[src/pcts_pkg.sv]
// Package for the periodic callback tick scheduler.
// Sizes, opcode and status codes, and the divider status struct.
// No dependencies.
`default_nettype none

package pcts_pkg;

   localparam int SLOT_COUNT = 8;
   localparam int TICK_BITS  = 32;
   localparam int SLOT_BITS  = (SLOT_COUNT > 1) ? $clog2(SLOT_COUNT) : 1;
   localparam int STEP_BITS  = $clog2(TICK_BITS + 1);

   // input opcodes
   localparam logic OP_TICK     = 1'b0;
   localparam logic OP_REGISTER = 1'b1;

   // result status codes
   localparam logic [1:0] ST_FIRE   = 2'd0;
   localparam logic [1:0] ST_ACCEPT = 2'd1;
   localparam logic [1:0] ST_REJECT = 2'd2;

   // modulo unit status
   typedef struct packed {
      logic busy;
      logic rem_zero;
   } mod_status_type;

endpackage

`default_nettype wire

[src/periodic_callback_tick_scheduler_core.sv]
// Periodic callback tick scheduler, top level.
// Register item: one result, registered, in the cycle after the transfer; the next item can be
// taken then unless the output stalls. Tick item: slots rotate past one shared modulo unit,
// each through launch, divide and decide, then a flush state; output stalls hold the sequencer.
// Synchronous active-high reset clears count, pointer and all slots at once.
// Depends on pcts_pkg, pcts_slot_cell, pcts_mod_unit.
`default_nettype none

module periodic_callback_tick_scheduler_core
   import pcts_pkg::*;
(
   input  wire logic        clock,
   input  wire logic        reset,
   input  wire logic        req_valid,
   output logic             req_stall,
   input  wire logic        req_opcode,
   input  wire logic [31:0] req_period,
   input  wire logic [7:0]  req_handler_tag,
   output logic             rsp_valid,
   input  wire logic        rsp_stall,
   output logic      [1:0]  rsp_status,
   output logic      [2:0]  rsp_slot_index,
   output logic      [7:0]  rsp_fired_tag,
   output logic      [31:0] rsp_tick_count,
   output logic             rsp_last
);

   typedef enum logic [4:0] {
      S_IDLE   = 5'b00001,
      S_LAUNCH = 5'b00010,
      S_DIVIDE = 5'b00100,
      S_DECIDE = 5'b01000,
      S_FLUSH  = 5'b10000
   } state_type;

   state_type            state_ff, state_in;
   logic [TICK_BITS-1:0] count_ff, count_in;
   logic [SLOT_BITS-1:0] ptr_ff, ptr_in, ptr_next;
   logic [SLOT_BITS-1:0] idx_ff, idx_in;
   logic                 pend_ff, pend_in;
   logic [SLOT_BITS-1:0] pend_slot_ff, pend_slot_in;
   logic [7:0]           pend_tag_ff, pend_tag_in;

   logic                 rsp_valid_ff, rsp_valid_in;
   logic [1:0]           rsp_status_ff, rsp_status_in;
   logic [2:0]           rsp_slot_ff, rsp_slot_in;
   logic [7:0]           rsp_tag_ff, rsp_tag_in;
   logic [31:0]          rsp_count_ff, rsp_count_in;
   logic                 rsp_last_ff, rsp_last_in;

   logic                 req_xfer, rsp_xfer, out_free, reg_write, rotate, hit;
   logic [31:0]          cell_period [SLOT_COUNT];
   logic [7:0]           cell_tag    [SLOT_COUNT];
   mod_status_type       mod_status;

   assign rsp_xfer  = rsp_valid_ff && !rsp_stall;
   assign out_free  = !rsp_valid_ff || !rsp_stall;
   assign req_stall = (state_ff != S_IDLE) || !out_free;
   assign req_xfer  = req_valid && !req_stall;
   assign reg_write = req_xfer && (req_opcode == OP_REGISTER) && (req_handler_tag != 8'd0);
   assign ptr_next  = (ptr_ff == SLOT_BITS'(SLOT_COUNT - 1)) ? '0 : ptr_ff + 1'b1;
   assign hit       = (cell_period[0] != 32'd0) && mod_status.rem_zero;

   // ring of slot cells, head cell 0 feeds the modulo unit
   for (genvar i = 0; i < SLOT_COUNT; i++) begin : g_cell
      pcts_slot_cell u_cell (
         .clock       (clock),
         .reset       (reset),
         .load_en     (reg_write && (ptr_next == SLOT_BITS'(i))),
         .load_period (req_period),
         .load_tag    (req_handler_tag),
         .shift_en    (rotate),
         .nbr_period  (cell_period[(i + 1) % SLOT_COUNT]),
         .nbr_tag     (cell_tag[(i + 1) % SLOT_COUNT]),
         .period      (cell_period[i]),
         .tag         (cell_tag[i])
      );
   end

   pcts_mod_unit u_mod (
      .clock    (clock),
      .reset    (reset),
      .start    (state_ff == S_LAUNCH),
      .dividend (count_ff),
      .divisor  (cell_period[0]),
      .status   (mod_status)
   );

   // sequencer and output register
   always_comb begin
      state_in      = state_ff;
      count_in      = count_ff;
      ptr_in        = ptr_ff;
      idx_in        = idx_ff;
      pend_in       = pend_ff;
      pend_slot_in  = pend_slot_ff;
      pend_tag_in   = pend_tag_ff;
      rotate        = 1'b0;
      rsp_valid_in  = rsp_xfer ? 1'b0 : rsp_valid_ff;
      rsp_status_in = rsp_status_ff;
      rsp_slot_in   = rsp_slot_ff;
      rsp_tag_in    = rsp_tag_ff;
      rsp_count_in  = rsp_count_ff;
      rsp_last_in   = rsp_last_ff;
      case (state_ff)
         S_IDLE: begin
            if (req_xfer) begin
               if (req_opcode == OP_REGISTER) begin
                  rsp_valid_in = 1'b1;
                  rsp_count_in = 32'(count_ff);
                  rsp_last_in  = 1'b1;
                  if (req_handler_tag == 8'd0) begin
                     rsp_status_in = ST_REJECT;
                     rsp_slot_in   = 3'd0;
                     rsp_tag_in    = 8'd0;
                  end else begin
                     ptr_in        = ptr_next;
                     rsp_status_in = ST_ACCEPT;
                     rsp_slot_in   = 3'(ptr_next);
                     rsp_tag_in    = req_handler_tag;
                  end
               end else begin
                  count_in = count_ff + 1'b1;
                  idx_in   = '0;
                  pend_in  = 1'b0;
                  state_in = S_LAUNCH;
               end
            end
         end
         S_LAUNCH: begin
            state_in = S_DIVIDE;
         end
         S_DIVIDE: begin
            if (!mod_status.busy) begin
               state_in = S_DECIDE;
            end
         end
         S_DECIDE: begin
            // a new hit pushes the previous one out, which is then not last
            if (!(hit && pend_ff && !out_free)) begin
               if (hit) begin
                  if (pend_ff) begin
                     rsp_valid_in  = 1'b1;
                     rsp_status_in = ST_FIRE;
                     rsp_slot_in   = 3'(pend_slot_ff);
                     rsp_tag_in    = pend_tag_ff;
                     rsp_count_in  = 32'(count_ff);
                     rsp_last_in   = 1'b0;
                  end
                  pend_in      = 1'b1;
                  pend_slot_in = idx_ff;
                  pend_tag_in  = cell_tag[0];
               end
               rotate = 1'b1;
               if (idx_ff == SLOT_BITS'(SLOT_COUNT - 1)) begin
                  state_in = S_FLUSH;
               end else begin
                  idx_in   = idx_ff + 1'b1;
                  state_in = S_LAUNCH;
               end
            end
         end
         S_FLUSH: begin
            if (!pend_ff) begin
               state_in = S_IDLE;
            end else if (out_free) begin
               rsp_valid_in  = 1'b1;
               rsp_status_in = ST_FIRE;
               rsp_slot_in   = 3'(pend_slot_ff);
               rsp_tag_in    = pend_tag_ff;
               rsp_count_in  = 32'(count_ff);
               rsp_last_in   = 1'b1;
               pend_in       = 1'b0;
               state_in      = S_IDLE;
            end
         end
         default: begin
            state_in = S_IDLE;
         end
      endcase
   end

   always_ff @(posedge clock) begin
      if (reset) begin
         state_ff     <= S_IDLE;
         count_ff     <= '0;
         ptr_ff       <= '0;
         idx_ff       <= '0;
         pend_ff      <= 1'b0;
         rsp_valid_ff <= 1'b0;
      end else begin
         state_ff     <= state_in;
         count_ff     <= count_in;
         ptr_ff       <= ptr_in;
         idx_ff       <= idx_in;
         pend_ff      <= pend_in;
         rsp_valid_ff <= rsp_valid_in;
      end
      pend_slot_ff  <= pend_slot_in;
      pend_tag_ff   <= pend_tag_in;
      rsp_status_ff <= rsp_status_in;
      rsp_slot_ff   <= rsp_slot_in;
      rsp_tag_ff    <= rsp_tag_in;
      rsp_count_ff  <= rsp_count_in;
      rsp_last_ff   <= rsp_last_in;
   end

   assign rsp_valid      = rsp_valid_ff;
   assign rsp_status     = rsp_status_ff;
   assign rsp_slot_index = rsp_slot_ff;
   assign rsp_fired_tag  = rsp_tag_ff;
   assign rsp_tick_count = rsp_count_ff;
   assign rsp_last       = rsp_last_ff;

endmodule

`default_nettype wire

[src/pcts_slot_cell.sv]
// One callback slot of the ring: period and handler tag.
// Loads from the register path or takes its neighbor's contents on rotate.
// Depends on pcts_pkg.
`default_nettype none

module pcts_slot_cell
   import pcts_pkg::*;
(
   input  wire logic        clock,
   input  wire logic        reset,
   input  wire logic        load_en,
   input  wire logic [31:0] load_period,
   input  wire logic [7:0]  load_tag,
   input  wire logic        shift_en,
   input  wire logic [31:0] nbr_period,
   input  wire logic [7:0]  nbr_tag,
   output logic      [31:0] period,
   output logic      [7:0]  tag
);

   logic [31:0] period_ff, period_in;
   logic [7:0]  tag_ff, tag_in;

   // next contents: load wins, then rotate, else hold
   always_comb begin
      period_in = period_ff;
      tag_in    = tag_ff;
      if (load_en) begin
         period_in = load_period;
         tag_in    = load_tag;
      end else if (shift_en) begin
         period_in = nbr_period;
         tag_in    = nbr_tag;
      end
   end

   always_ff @(posedge clock) begin
      if (reset) begin
         period_ff <= '0;
         tag_ff    <= '0;
      end else begin
         period_ff <= period_in;
         tag_ff    <= tag_in;
      end
   end

   assign period = period_ff;
   assign tag    = tag_ff;

endmodule

`default_nettype wire

[src/pcts_mod_unit.sv]
// Shared restoring modulo unit: one dividend bit per cycle, remainder only.
// Reports busy and whether the remainder is zero.
// Depends on pcts_pkg.
`default_nettype none

module pcts_mod_unit
   import pcts_pkg::*;
(
   input  wire logic                 clock,
   input  wire logic                 reset,
   input  wire logic                 start,
   input  wire logic [TICK_BITS-1:0] dividend,
   input  wire logic [31:0]          divisor,
   output mod_status_type            status
);

   logic                 busy_ff, busy_in;
   logic [STEP_BITS-1:0] step_ff, step_in;
   logic [TICK_BITS-1:0] dvd_ff, dvd_in;
   logic [31:0]          rem_ff, rem_in;
   logic [32:0]          trial;

   // shift in next dividend bit, subtract divisor when it fits
   always_comb begin
      busy_in = busy_ff;
      step_in = step_ff;
      dvd_in  = dvd_ff;
      rem_in  = rem_ff;
      trial   = {rem_ff, dvd_ff[TICK_BITS-1]};
      if (start) begin
         busy_in = 1'b1;
         step_in = STEP_BITS'(TICK_BITS);
         dvd_in  = dividend;
         rem_in  = '0;
      end else if (busy_ff) begin
         dvd_in  = dvd_ff << 1;
         step_in = step_ff - 1'b1;
         if (trial >= {1'b0, divisor}) begin
            rem_in = 32'(trial - {1'b0, divisor});
         end else begin
            rem_in = trial[31:0];
         end
         if (step_ff == STEP_BITS'(1)) begin
            busy_in = 1'b0;
         end
      end
   end

   always_ff @(posedge clock) begin
      if (reset) begin
         busy_ff <= 1'b0;
         step_ff <= '0;
      end else begin
         busy_ff <= busy_in;
         step_ff <= step_in;
      end
      dvd_ff <= dvd_in;
      rem_ff <= rem_in;
   end

   assign status.busy     = busy_ff;
   assign status.rem_zero = (rem_ff == '0);

endmodule

`default_nettype wire

[config.mk]
export PLATFORM = sky130hd
export DESIGN_NAME = periodic_callback_tick_scheduler_core
export DESIGN_NICKNAME = d
export VERILOG_FILES = /design/src/pcts_pkg.sv /design/src/periodic_callback_tick_scheduler_core.sv /design/src/pcts_slot_cell.sv /design/src/pcts_mod_unit.sv
export SDC_FILE = /design/constraint.sdc
export NUM_CORES = 1
export LEC_CHECK = 0
export ABC_AREA = 1
export BUFFER_PORTS_ARGS = -buffer_cell sky130_fd_sc_hd__buf_2
export CAP_MARGIN = 20
export CORE_MARGIN = 3
export CORE_UTILIZATION = 35
export DETAILED_ROUTE_END_ITERATION = 10
export PLACE_DENSITY = 0.5
export SLEW_MARGIN = 20
export SYNTH_ARGS = -nofsm -noshare
export SYNTH_HDL_FRONTEND = slang
export SYNTH_HIERARCHICAL = 1
export SYNTH_SLANG_ARGS = --single-unit
[constraint.sdc]
create_clock -name clock -period 4.72 [get_ports clock]
set_input_delay 0.708 -clock clock [delete_from_list [all_inputs] [get_ports clock]]
set_output_delay 0.708 -clock clock [all_outputs]
set_load 0.01 [all_outputs]
Word level (Yosys, flattened, before mapping)
Cells that the tools add are included. Widths: inputs -> output; s select.

Bits in registers: 493. Output and inout port bits: 48.

$add $sub $neg: 5. $lt $le $gt $ge: 1. Equality and inequality tests: 27. Muxes and demuxes: 115. Bitwise gates (word level): 3. Reductions and logical operators: 45.

Operators with widths (number): $mux 32 (26); $mux 8 (24); $pmux 32 s3 (1); $mux 3 (13); $mux 5 (7); $ge 33x32->1 (1); $add 32x1->32 const B (1); $logic_not 32->1 (1); $reduce_bool 32->1 (1); $sub 32x32->32 (1); $mux 1 (26); $pmux 5 s5 (1); $pmux 8 s3 (1); $ne 2x2->1 const B (10); $reduce_bool 2->1 (10); $eq 3x3->1 const B (6); $mux 2 (8); $logic_and 1x1->1 (15); $reduce_and 5->1 (3); $mux 6 (2); $pmux 1 s3 (3); $pmux 3 s3 (1); $logic_not 8->1 (1); $reduce_and 8->1 (1); 23 further kinds (32).

Depth between registers and ports, before layout
Gate-level depths: netlist (run 1).

Depth after elaboration: 10. Depth in mapped cells: 16. Mapped depth without buffers: 16.

Cells and area by module
Netlist (run 1), hierarchy kept.

Modules (own cells, without submodules): pcts_slot_cell (times used 8, cells each 305, area an instance 1986.9 sq um); pcts_mod_unit (times used 1, cells each 958, area an instance 5906.9 sq um); periodic_callback_tick_scheduler_core (times used 1, cells each 533, area an instance 4689.5 sq um).

Worst setup path before layout (run 1)
OpenSTA, ideal clock, no wires.

Kind: input to register. From: in rsp_stall. To: reg rsp_tag_ff[0] (netlist: rsp_fired_tag[0]) (enable). Setup time: 506 ps. Arrival time: 4431 ps. Required time: 4214 ps. Path slack: -218 ps. Stages: 7. Cells stage by stage: nand2_1 inv_1 nor2_4 nand2_1 nand2_1 nand2_1 nor3_1.

Word-level cells in the longest chain between the ends: 8. Elaborated cells between the ends (all ways): 11.

RTL lines: from (decl) (line periodic_callback_tick_scheduler_core.sv:20) `input wire logic rsp_stall,`; $logic_not 1->1 (*) (line periodic_callback_tick_scheduler_core.sv:57) `assign out_free = !rsp_valid_ff || !rsp_stall;`; $logic_or 1x1->1 (*) (line periodic_callback_tick_scheduler_core.sv:57); $logic_not 1->1 (line periodic_callback_tick_scheduler_core.sv:58, periodic_callback_tick_scheduler_core.sv:140); $logic_or 1x1->1 (line periodic_callback_tick_scheduler_core.sv:58) `assign req_stall = (state_ff != S_IDLE) || !out_free;`; $logic_not 1->1 (line periodic_callback_tick_scheduler_core.sv:59) `assign req_xfer = req_valid && !req_stall;`; $logic_and 1x1->1 (line periodic_callback_tick_scheduler_core.sv:59); $ne 2x2->1 (no line); $reduce_and 8->1 (no line) (*); to (signal assigned) (line periodic_callback_tick_scheduler_core.sv:203) `rsp_tag_ff <= rsp_tag_in;`; to (decl) (line periodic_callback_tick_scheduler_core.sv:47) `logic [7:0] rsp_tag_ff, rsp_tag_in;`.

Mark *: on every way between the ends. The rest lies on a longest branch, timed or not. A chain may end at the register's enable or synchronous reset.

==> results of run 1 <==
==> cell families after synthesis <==
group	count (synthesis)
buf+inv	782
simple gates	2488
fa+ha+maj	40
flops	493
xor+xnor	25
compound gates	103
==> power breakdown <==
part	switching [µW]	total, µW	internal, µW
clock	1840	4600	2760
sequential	257	5120	4860
combinational	3740	5380	1640
==> flip-flops by register name, summed over array words and instances (netlist names) <==
signal	cells
rsp_tick_count	32
pend_slot_ff	3
idx_ff	3
rsp_valid	1
pend_ff	1
ptr_ff	3
count_ff	32
state_ff	5
u_mod/step_ff	6
rsp_slot_index	3
rsp_fired_tag	8
rsp_status	2
u_mod/rem_ff	32
u_mod/dvd_ff	32
g_cell.u_cell/period	256
g_cell.u_cell/tag	64
u_mod/busy_ff	1
rsp_last	1
pend_tag_ff	8
==> worst min-delay path by stage <==
stage,end,slack (ns),startpoint,cells after the start
global placement,pend_tag_ff[7],0.45,g_cell[0].u_cell/tag[7],0
detailed placement,pend_tag_ff[6],0.45,g_cell[0].u_cell/tag[6],0
CTS,pend_tag_ff[6],0.47,g_cell[0].u_cell/tag[6],0
finish,pend_tag_ff[5],0.47,g_cell[0].u_cell/tag[5],0
floorplan,rsp_tick_count[31],0.43,count_ff[31],0
global route,pend_tag_ff[5],0.49,g_cell[0].u_cell/tag[5],0
==> routing by layer <==
metal	up-vias	track usage	wire, µm
li1	12230	-	-
met1	11040	0.2898	39970
met2	569	0.3613	40210
met3	120	0.02766	4044
met4	0	0.06109	2123
met5	-	0	0
==> stage by stage <==
step                      setup slack, ns  power [µW]  cell area (µm²)
after floorplan                     1.167        9157            26500
after global routing               0.9228       16150            29110
after CTS                           1.169       15270            29090
after global placement              1.251       10600            27160
final                               1.142       15100            29110
after detailed placement            1.208       10610            27160
==> layout by cell type, fill, tap and decap left out, types with 14 or more instances in the layout <==
| cell | count |
|---|---|
| clkbuf_16 | 57 |
| a21oi_1 | 55 |
| nor2_1 | 112 |
| inv_1 | 558 |
| dfxtp_1 | 404 |
| nor3_1 | 28 |
| nand2_1 | 1504 |
| xnor2_1 | 16 |
| ha_1 | 39 |
| nand3b_1 | 41 |
| nand4_1 | 16 |
| edfxtp_1 | 89 |
| buf_2 | 92 |
| inv_2 | 14 |
| buf_4 | 41 |
| o21ai_0 | 30 |
| nand3_1 | 713 |
==> cell type report <==
cell class,count,area (µm²)
Clock buffer,79,1619
Timing Repair Buffer,135,803.3
Inverter,575,2167
Antenna cell,2,5.005
Fill cell,8000,45590
Clock inverter,24,307.8
Multi-Input combinational cell,2656,12240
Sequential cell,493,10760
Tap cell,969,1212
==> flow_metrics.tcl, run 1 <==
set metrics [dict create \
    hold_buffers 0 \
    io_pins 93 \
    synthArstFlopShare 0 \
    yosys_warnings 6 \
    clockRootBuffer "clkbuf_16" \
    cp.arrival_ns 4.14 \
    end_kind "flip-flop" \
    drc 0 \
    final-hold-violation-count 0 \
    routed_wl_mm 86.35 \
    peakVddDrop_v 0.0002928 \
    synth-simple-area-share 0.4108 \
    start_util 0.3547 \
    vias 23950 \
    yosys.area_share.adder 0.01918 \
    synth-xor-area-share 0.008265 \
    cts_resized 0 \
    fin_skew_ns 0.01326 \
    syn2layout_area_growth_pct 9.890 \
    crit-reg2reg-launch "u_mod/rem_ff[19]" \
    antenna_found_initial 7 \
    gp_congestion 0.8631 \
    syn-num-nets 4016 \
    tightest_slew_ns 1.086 \
    hold_class "flip-flop to flip-flop" \
    gr-total-overflow 0 \
    rsz0062_at_grt "no" \
    synth_top_area_share 0.3053 \
    crit_start "u_mod/rem_ff[19]" \
    cts_sinks 493 \
    die_h_um 281.1 \
    drt_iter0_drc 1840 \
    slew_violations 0 \
    whs_ns 0.4672 \
    synth_cell_type_count 46 \
    seq_area_frac_synth 0.4062 \
    synth_common_cells "nand2_1, nand3_1, inv_1, dfxtp_1, nor2_1" \
    worstPathRequired_ns 5.28 \
    startpoint_type "flip-flop" \
    path_buf_inv 2 \
    worst-path-stages 11 \
    ys_ff_latch 493 \
    crit_family "simple AND/OR/NAND/NOR gates" \
    drt_first_pass_iters 5 \
    r2r_cells 11 \
    reg2reg_slack_ns 1.14 \
    synthMuxAreaShare 0 \
    core_um2 74700 \
    cp_common_cell "nand2_1" \
    drt-vias-per-instance 4.856 \
    cts_tree "done" \
    synth_compound_area_frac 0.02064 \
    h-tree-depth 2 \
    nets 4003 \
    synth_ff_type "dfxtp_1" \
    critPathMaxFanout 85 \
    critical_path_class "flip-flop to flip-flop" \
    grt_pass1_vias 22500 \
    power-per-cell-area_nw_per_um2 518.8 \
    setup_violations 0 \
    synth_edf_count 89 \
    die_area_um2 79030 \
    synth_top_family_by_area "simple AND/OR/NAND/NOR gates" \
    drtAntennaViolNets 0 \
    dp_hpwl_mm 53.47 \
    cp_slowest_cell "nor2_8" \
    wl_per_cell_um 17.50 \
    cts_buffers 57 \
    die_x_um 281.1 \
    final.setup.tns_ns 0 \
    cellLeakagePower_uw 0.01502 \
    yosysTopAreaCell "dfxtp_1" \
    clk_pin_slew_ns 0.06 \
    postSynthAreaPerCell_um2 6.739 \
    synth_most_common_cell "nand2_1" \
    place_inst 4827 \
    timing.final.crit_period_ns 3.578 \
    slowest_delay_ns 0.75 \
    grt_max_degree 86 \
    drive_gt1_frac 0.07521 \
    post_cts_buffers 0 \
    grt.total_usage 0.2151 \
    clkLatencyLatePin_ns 0.62 \
    r2r_end "g_cell[4].u_cell/period[26]" \
    grt_pass1_wl_mm 133.7 \
    synthTopCellsByArea "dfxtp_1, nand2_1, nand3_1" \
    fp-row-count 100 \
    fin_crit_sh 0.7580 \
    crit_chain "nor4_1, nand4_1, nor2_1, nand3_1, nand2_1, inv_8, nor2_8, nand2_1, nand3_1, nand2_1, inv_1" \
    postLayoutCoreUtil 0.3897 \
    synthCells 3931 \
    maxCapViolCount 0 \
    endpoint "g_cell[4].u_cell/period[26]" \
    synth_area_um2 26490 \
    clockBufferDepth 3 \
    layout.cells.non_filler 4933 \
    portBuffers 92 \
    fmax_ghz 0.2795 \
    slew_headroom 0.2750 \
    status "completed" \
]
(Power assumes the default switching activity.)
==> run 2, diff against run 1 <==
Clock period 4.72 ns to 3.06 ns, I/O delays scaled along.
==> run 2 against run 1 <==
Compared with the run above: maximum frequency up 24%; combinational power up 62%; sequential share of layout area down 1.3 points; critical path depth down 1; non-clock buffer count up 73; routed wire length down 2.0%; core utilization up 1.4 points; flip-flop and latch count unchanged; first-iteration DRC count down 12%; register-to-register slack worse by 0.97 ns; worst hold slack worse by 0.25 ns; design area up 3.5%; largest power group unchanged.
==> flow_metrics.tcl, run 2 (synthesis results as in run 1) <==
set metrics [dict create \
    swShare 0.3813 \
    final-hold-violation-count 0 \
    min-delay-start "rsp_stall" \
    layout_common_cells "nand2_1, nand3_1, inv_1, dfxtp_1, nor2_1" \
    h-tree-depth 2 \
    startpoint_type "flip-flop" \
    crit_start "u_mod/rem_ff[31]" \
    cp_slowest_cell "nor4_1" \
    cp.arrival_ns 3.19 \
    met1_usage 0.2933 \
    syn2layout_area_growth_pct 13.75 \
    die_h_um 281.1 \
    cts_buffers 56 \
    clkLatencyLatePin_ns 0.62 \
    postLayoutCoreUtil 0.4034 \
    final_area_um2 30140 \
    start_util 0.3547 \
    drt_first_pass_iters 5 \
    r2r_end "rsp_fired_tag[5]" \
    slowest_delay_ns 0.50 \
    io_pins 93 \
    grt.busiest_layer "met2" \
    cellLeakagePower_uw 0.01555 \
    grtUsageMet3 0.02633 \
    clk_pin_slew_ns 0.06 \
    clockBufferDepth 3 \
    fin_crit_sh 0.9447 \
    worstPathRequired_ns 3.36 \
    maxCapViolCount 0 \
    routed_wl_mm 84.59 \
    critPathMaxFanout 14 \
    cp_common_cell "buf_4" \
    worst-path-stages 10 \
    layout_commonest_cell "nand2_1" \
    critical_path_class "flip-flop to flip-flop" \
    power-per-cell-area_nw_per_um2 789.1 \
    clockRootBuffer "clkbuf_16" \
    grt_use_met2 0.3552 \
    slew_headroom 0.3698 \
    rsz0062_at_grt "no" \
    whs_ns 0.2188 \
    hold_buffers 0 \
    timing.final.crit_period_ns 2.891 \
    crit_chain "nor4_1, nand4_1, nor2_1, buf_4, nand2_1, buf_4, nand2_1, o21ai_0, nor3_4, buf_4" \
    vias 23930 \
    gp_congestion 0.9037 \
    die_area_um2 79030 \
    largest_reg_flops 256 \
    cts_tree "done" \
    grt_max_degree 46 \
    pwr-share-comb 0.367 \
    drt-vias-per-instance 4.779 \
    setup_violations 0 \
    pwr-share-seq 0.332 \
    endpoint "rsp_fired_tag[5]" \
    fill_cells 7923 \
    dp_slack_ns 0.1433 \
    crit-reg2reg-launch "u_mod/rem_ff[31]" \
    final.setup.tns_ns 0 \
    end_kind "flip-flop" \
    hold_class "input pin to flip-flop" \
    grt.total_usage 0.2133 \
    gr-total-overflow 0 \
    clock_power_share 0.301 \
    drt_iter0_drc 1615 \
    place_area_um2 28130 \
    slew_violations 0 \
    crit_family "simple AND/OR/NAND/NOR gates" \
    dp_hpwl_mm 56.64 \
    cts_sinks 493 \
    core_um2 74700 \
    wl_per_cell_um 16.89 \
    tightest_slew_ns 0.9439 \
    drc 0 \
    grt_pass1_vias 23100 \
    fmax_ghz 0.3459 \
    intPower_uw 14710 \
    fp-row-count 100 \
    drive_gt1_frac 0.09095 \
    die_x_um 281.1 \
    layout_setup_ws_ns 0.1691 \
    nets 4075 \
    r2r_cells 10 \
    reg2reg_slack_ns 0.17 \
    fin_skew_ns 0.02322 \
    path_buf_inv 3 \
    antenna_found_initial 6 \
    status "completed" \
    portBuffers 92 \
    drtAntennaViolNets 0 \
    power.switching_uw 9068 \
    grt_pass1_wl_mm 133.5 \
    peakVddDrop_v 0.0004677 \
]
==> run 2: area by class of cell <==
class | count | area [µm²] | share of cell area
clock buffer | 83 | 1645 | 0.05460
sequential | 493 | 10760 | 0.3571
tap | 969 | 1212 | 0.04023
multi-input combinational | 2656 | 12240 | 0.4061
clock inverter | 20 | 311.5 | 0.01034
timing repair buffer | 208 | 1790 | 0.05941
antenna | 4 | 10.01 | 0.0003322
inverter | 575 | 2167 | 0.07191
==> run 2: per-stage QoR <==
step / power, µW / cells
after floorplan: 14130 / 3931
after global placement: 16750 / 4898
after detailed placement: 16760 / 4898
after CTS: 24010 / 5001
after global routing: 25440 / 5007
final: 23780 / 5008
==> run 2: what timing repair did <==
action	4_1_cts	5_1_grt
buffers inserted	0	2
resized for setup	0	3
setup endpoints to repair	0	1
hold endpoints to repair	0	0
==> run 2: how the worst min path moves through the flow <==
stage	endpoint	slack, ns	cells past startpoint
after global routing	rsp_valid	0.22	5
after global placement	pend_slot_ff[0]	0.45	0
after detailed placement	rsp_tick_count[31]	0.46	0
after CTS	rsp_valid	0.19	5
final	rsp_valid	0.22	5
after floorplan	rsp_tick_count[31]	0.43	0
==> run 2: power groups by stage <==
stage | Clock [µW] | Combinational [µW] | Sequential, µW
2_1_floorplan | 0 | 6020 | 8110
3_3_place_gp | 0 | 8720 | 8030
3_5_place_dp | 0 | 8730 | 8030
4_1_cts | 7350 | 8760 | 7900
5_1_grt | 7620 | 9860 | 7960
6_report | 7160 | 8730 | 7890
==> run 2: worst reg2reg max path, cell delays in order, from the launching register on <==
cell and delay, ns:
dfxtp_1 0.39, nor4_1 0.51, nand4_1 0.25, nor2_1 0.26, buf_4 0.20, nand2_1 0.08, buf_4 0.16, nand2_1 0.04
o21ai_0 0.16, nor3_4 0.27, buf_4 0.26
==> run 2: metal layers <==
metal / part of all wire / vias to the layer above
li1: - / 12400
met1: 0.47 / 10980
met2: 0.46 / 447
met3: 0.042 / 110
met4: 0.022 / 0
met5: 0 / -
==> run 3, diff against run 2 <==
Settings changed: ABC_AREA 1 to not set.
==> run 3 against run 2 <==
Compared with the run above: the run now ends with setup timing left; synthesized cell count is 40% lower; sequential share of layout area is 1.6 points higher; global-route usage is 2.5 points lower; flip-flop and latch count stayed put; first-iteration DRC count is 19% lower; largest power group is now sequential cells; power is 12% lower; final cell count is 30% lower; register-to-register slack worse by 0.21 ns; worst setup slack worse by 0.21 ns.
==> flow_metrics.tcl, run 3 <==
set metrics [dict create \
    die_h_um 270.1 \
    wl_per_cell_um 20.19 \
    io_pins 93 \
    core_um2 68830 \
    synth_area_um2 24410 \
    postLayoutCoreUtil 0.4188 \
    fin_skew_ns 0.02125 \
    layout.cells.non_filler 3485 \
    yosysTopAreaCell "dfxtp_1" \
    drt_first_pass_iters 5 \
    cts_buffers 56 \
    status "finished with violations" \
    synth_most_common_cell "dfxtp_1" \
    critical_path_class "flip-flop to flip-flop" \
    timing.final.crit_period_ns 3.104 \
    antenna_found_initial 6 \
    fin_crit_sh 1.014 \
    portBuffers 92 \
    setup_violations 2 \
    grt_pass1_vias 18480 \
    nets 2590 \
    critPathMaxFanout 3 \
    start_util 0.3546 \
    final-hold-violation-count 0 \
    synthCells 2352 \
    grt.total_usage 0.1881 \
    layout_setup_ws_ns -0.04387 \
    slew_violations 0 \
    place_inst 3360 \
    vias 18400 \
    synth_common_cells "dfxtp_1, mux2i_1, a211oi_1, nor2b_1, clkbuf_1" \
    die_area_um2 72940 \
    cts_sinks 493 \
    layout_common_cells "dfxtp_1, mux2i_1, a211oi_1, nor2b_1, buf_4" \
    synth_top_area_share 0.3314 \
    clkLatencyLatePin_ns 0.60 \
    fp-row-count 96 \
    routed_wl_mm 70.38 \
    tightest_slew_ns 0.8266 \
    maxCapViolCount 0 \
    seq_area_frac_synth 0.4408 \
    rsz0062_at_grt "yes" \
    gp_congestion 0.8427 \
    whs_ns 0.2212 \
    drt-vias-per-instance 5.281 \
    cellLeakagePower_uw 0.009514 \
    synth_cell_type_count 73 \
    syn2layout_area_growth_pct 18.08 \
    slew_headroom 0.4478 \
    fmax_ghz 0.3222 \
    clk_pin_slew_ns 0.06 \
    grt_pass1_wl_mm 110.0 \
    drc 0 \
    yosys_warnings 6 \
    hold_buffers 0 \
    startpoint_type "flip-flop" \
    clockRootBuffer "clkbuf_16" \
    power-per-cell-area_nw_per_um2 729.8 \
    grt_max_degree 104 \
    synth_ff_type "dfxtp_1" \
    cp.arrival_ns 3.62 \
    drtAntennaViolNets 0 \
    ys_ff_latch 493 \
    drt_iter0_drc 1314 \
    synthArstFlopShare 0 \
    peakVddDrop_v 0.0004151 \
    dp_hpwl_mm 44.87 \
    largest_reg_flops 256 \
    gr-total-overflow 0 \
    syn-num-nets 2437 \
    end_kind "flip-flop" \
    clockBufferDepth 3 \
    hold_class "input pin to flip-flop" \
    final.setup.tns_ns -0.07373 \
    drive_gt1_frac 0.1858 \
    finalPower_uw 21030 \
    layout_commonest_cell "dfxtp_1" \
    synthTopCellsByArea "dfxtp_1, mux2i_1, edfxtp_1" \
    die_x_um 270.1 \
    violations "setup timing" \
    cts_tree "done" \
    h-tree-depth 2 \
    synth_edf_count 89 \
    postSynthAreaPerCell_um2 10.38 \
    worstPathRequired_ns 3.57 \
]
-- run 3: cell type report --
type / instances / area [µm²]
Clock buffer: 81 / 1645
Fill cell: 6584 / 40000
Inverter: 65 / 244.0
Tap cell: 931 / 1165
Antenna cell: 3 / 7.507
Timing Repair Buffer: 275 / 2401
Sequential cell: 493 / 10760
Multi-Input combinational cell: 1614 / 12360
Clock inverter: 23 / 234.0
-- run 3: timing repair --
| item | in CTS | in global routing |
|---|---|---|
| endpoints found under the hold margin | 0 | 0 |
| endpoints found under the setup margin | 102 | 160 |
| gates cloned | 0 | 0 |
| buffers inserted | 8 | 13 |
| pin swaps | 13 | 15 |
| resized for setup | 21 | 29 |
-- run 3: path summary, 6_finish.rpt --
kind | cells after the start | end | slack [ns] | from
setup / recovery | 13 | u_mod/rem_ff[30] | -0.04 | u_mod/dvd_ff[31]
hold / removal | 3 | g_cell[2].u_cell/period[20] | 0.22 | req_period[20]
setup reg to reg | 13 | u_mod/rem_ff[30] | -0.04 | u_mod/dvd_ff[31]
hold reg to reg | 0 | pend_slot_ff[1] | 0.47 | idx_ff[1]
-- run 3: logic make-up after synthesis --
| family | share of synthesized area |
|---|---|
| simple gates | 0.1497 |
| compound gates | 0.1535 |
| flops | 0.4408 |
| mux | 0.1542 |
| buf+inv | 0.06377 |
| xor+xnor | 0.01722 |
| fa+ha+maj | 0.02081 |
-- run 3: per-stage QoR --
step	setup WS [ns]	area, µm²
after floorplan	-0.005035	24420
after global placement	-0.1290	26570
after detailed placement	-0.1694	26570
after CTS	-0.1241	28630
after global routing	-0.2143	28810
final	-0.04387	28820
-- run 3: report_power, final --
group / switching (µW) / total, µW / leakage (µW) / internal, µW
Combinational: 3570 / 6540 / 0.00450 / 2960
Sequential: 424 / 7680 / 0.00409 / 7250
Clock: 2760 / 6820 / 0.000934 / 4060
Total: 6760 / 21000 / 0.00951 / 14300
-- run 3: critical path: stages, from the launching register on --
cell and delay (ns):
edfxtp_1 0.41, inv_1 0.08, ha_2 0.18, inv_2 0.04, fa_2 0.34, a21o_1 0.19, a311oi_2 0.27, nor3_2 0.07
a311oi_2 0.31, o21ai_2 0.13, a211o_1 0.30, a21oi_2 0.16, mux2_4 0.32, a311oi_2 0.23
-- run 3: layer usage --
| layer | track usage | up-vias | part of all wire |
|---|---|---|---|
| met2 | 0.3077 | 342 | 0.46 |
| met1 | 0.2576 | 9008 | 0.47 |
| met4 | 0.04682 | 10 | 0.019 |
| li1 | - | 8948 | - |
| met5 | 0 | - | 0.00094 |
| met3 | 0.03296 | 95 | 0.045 |
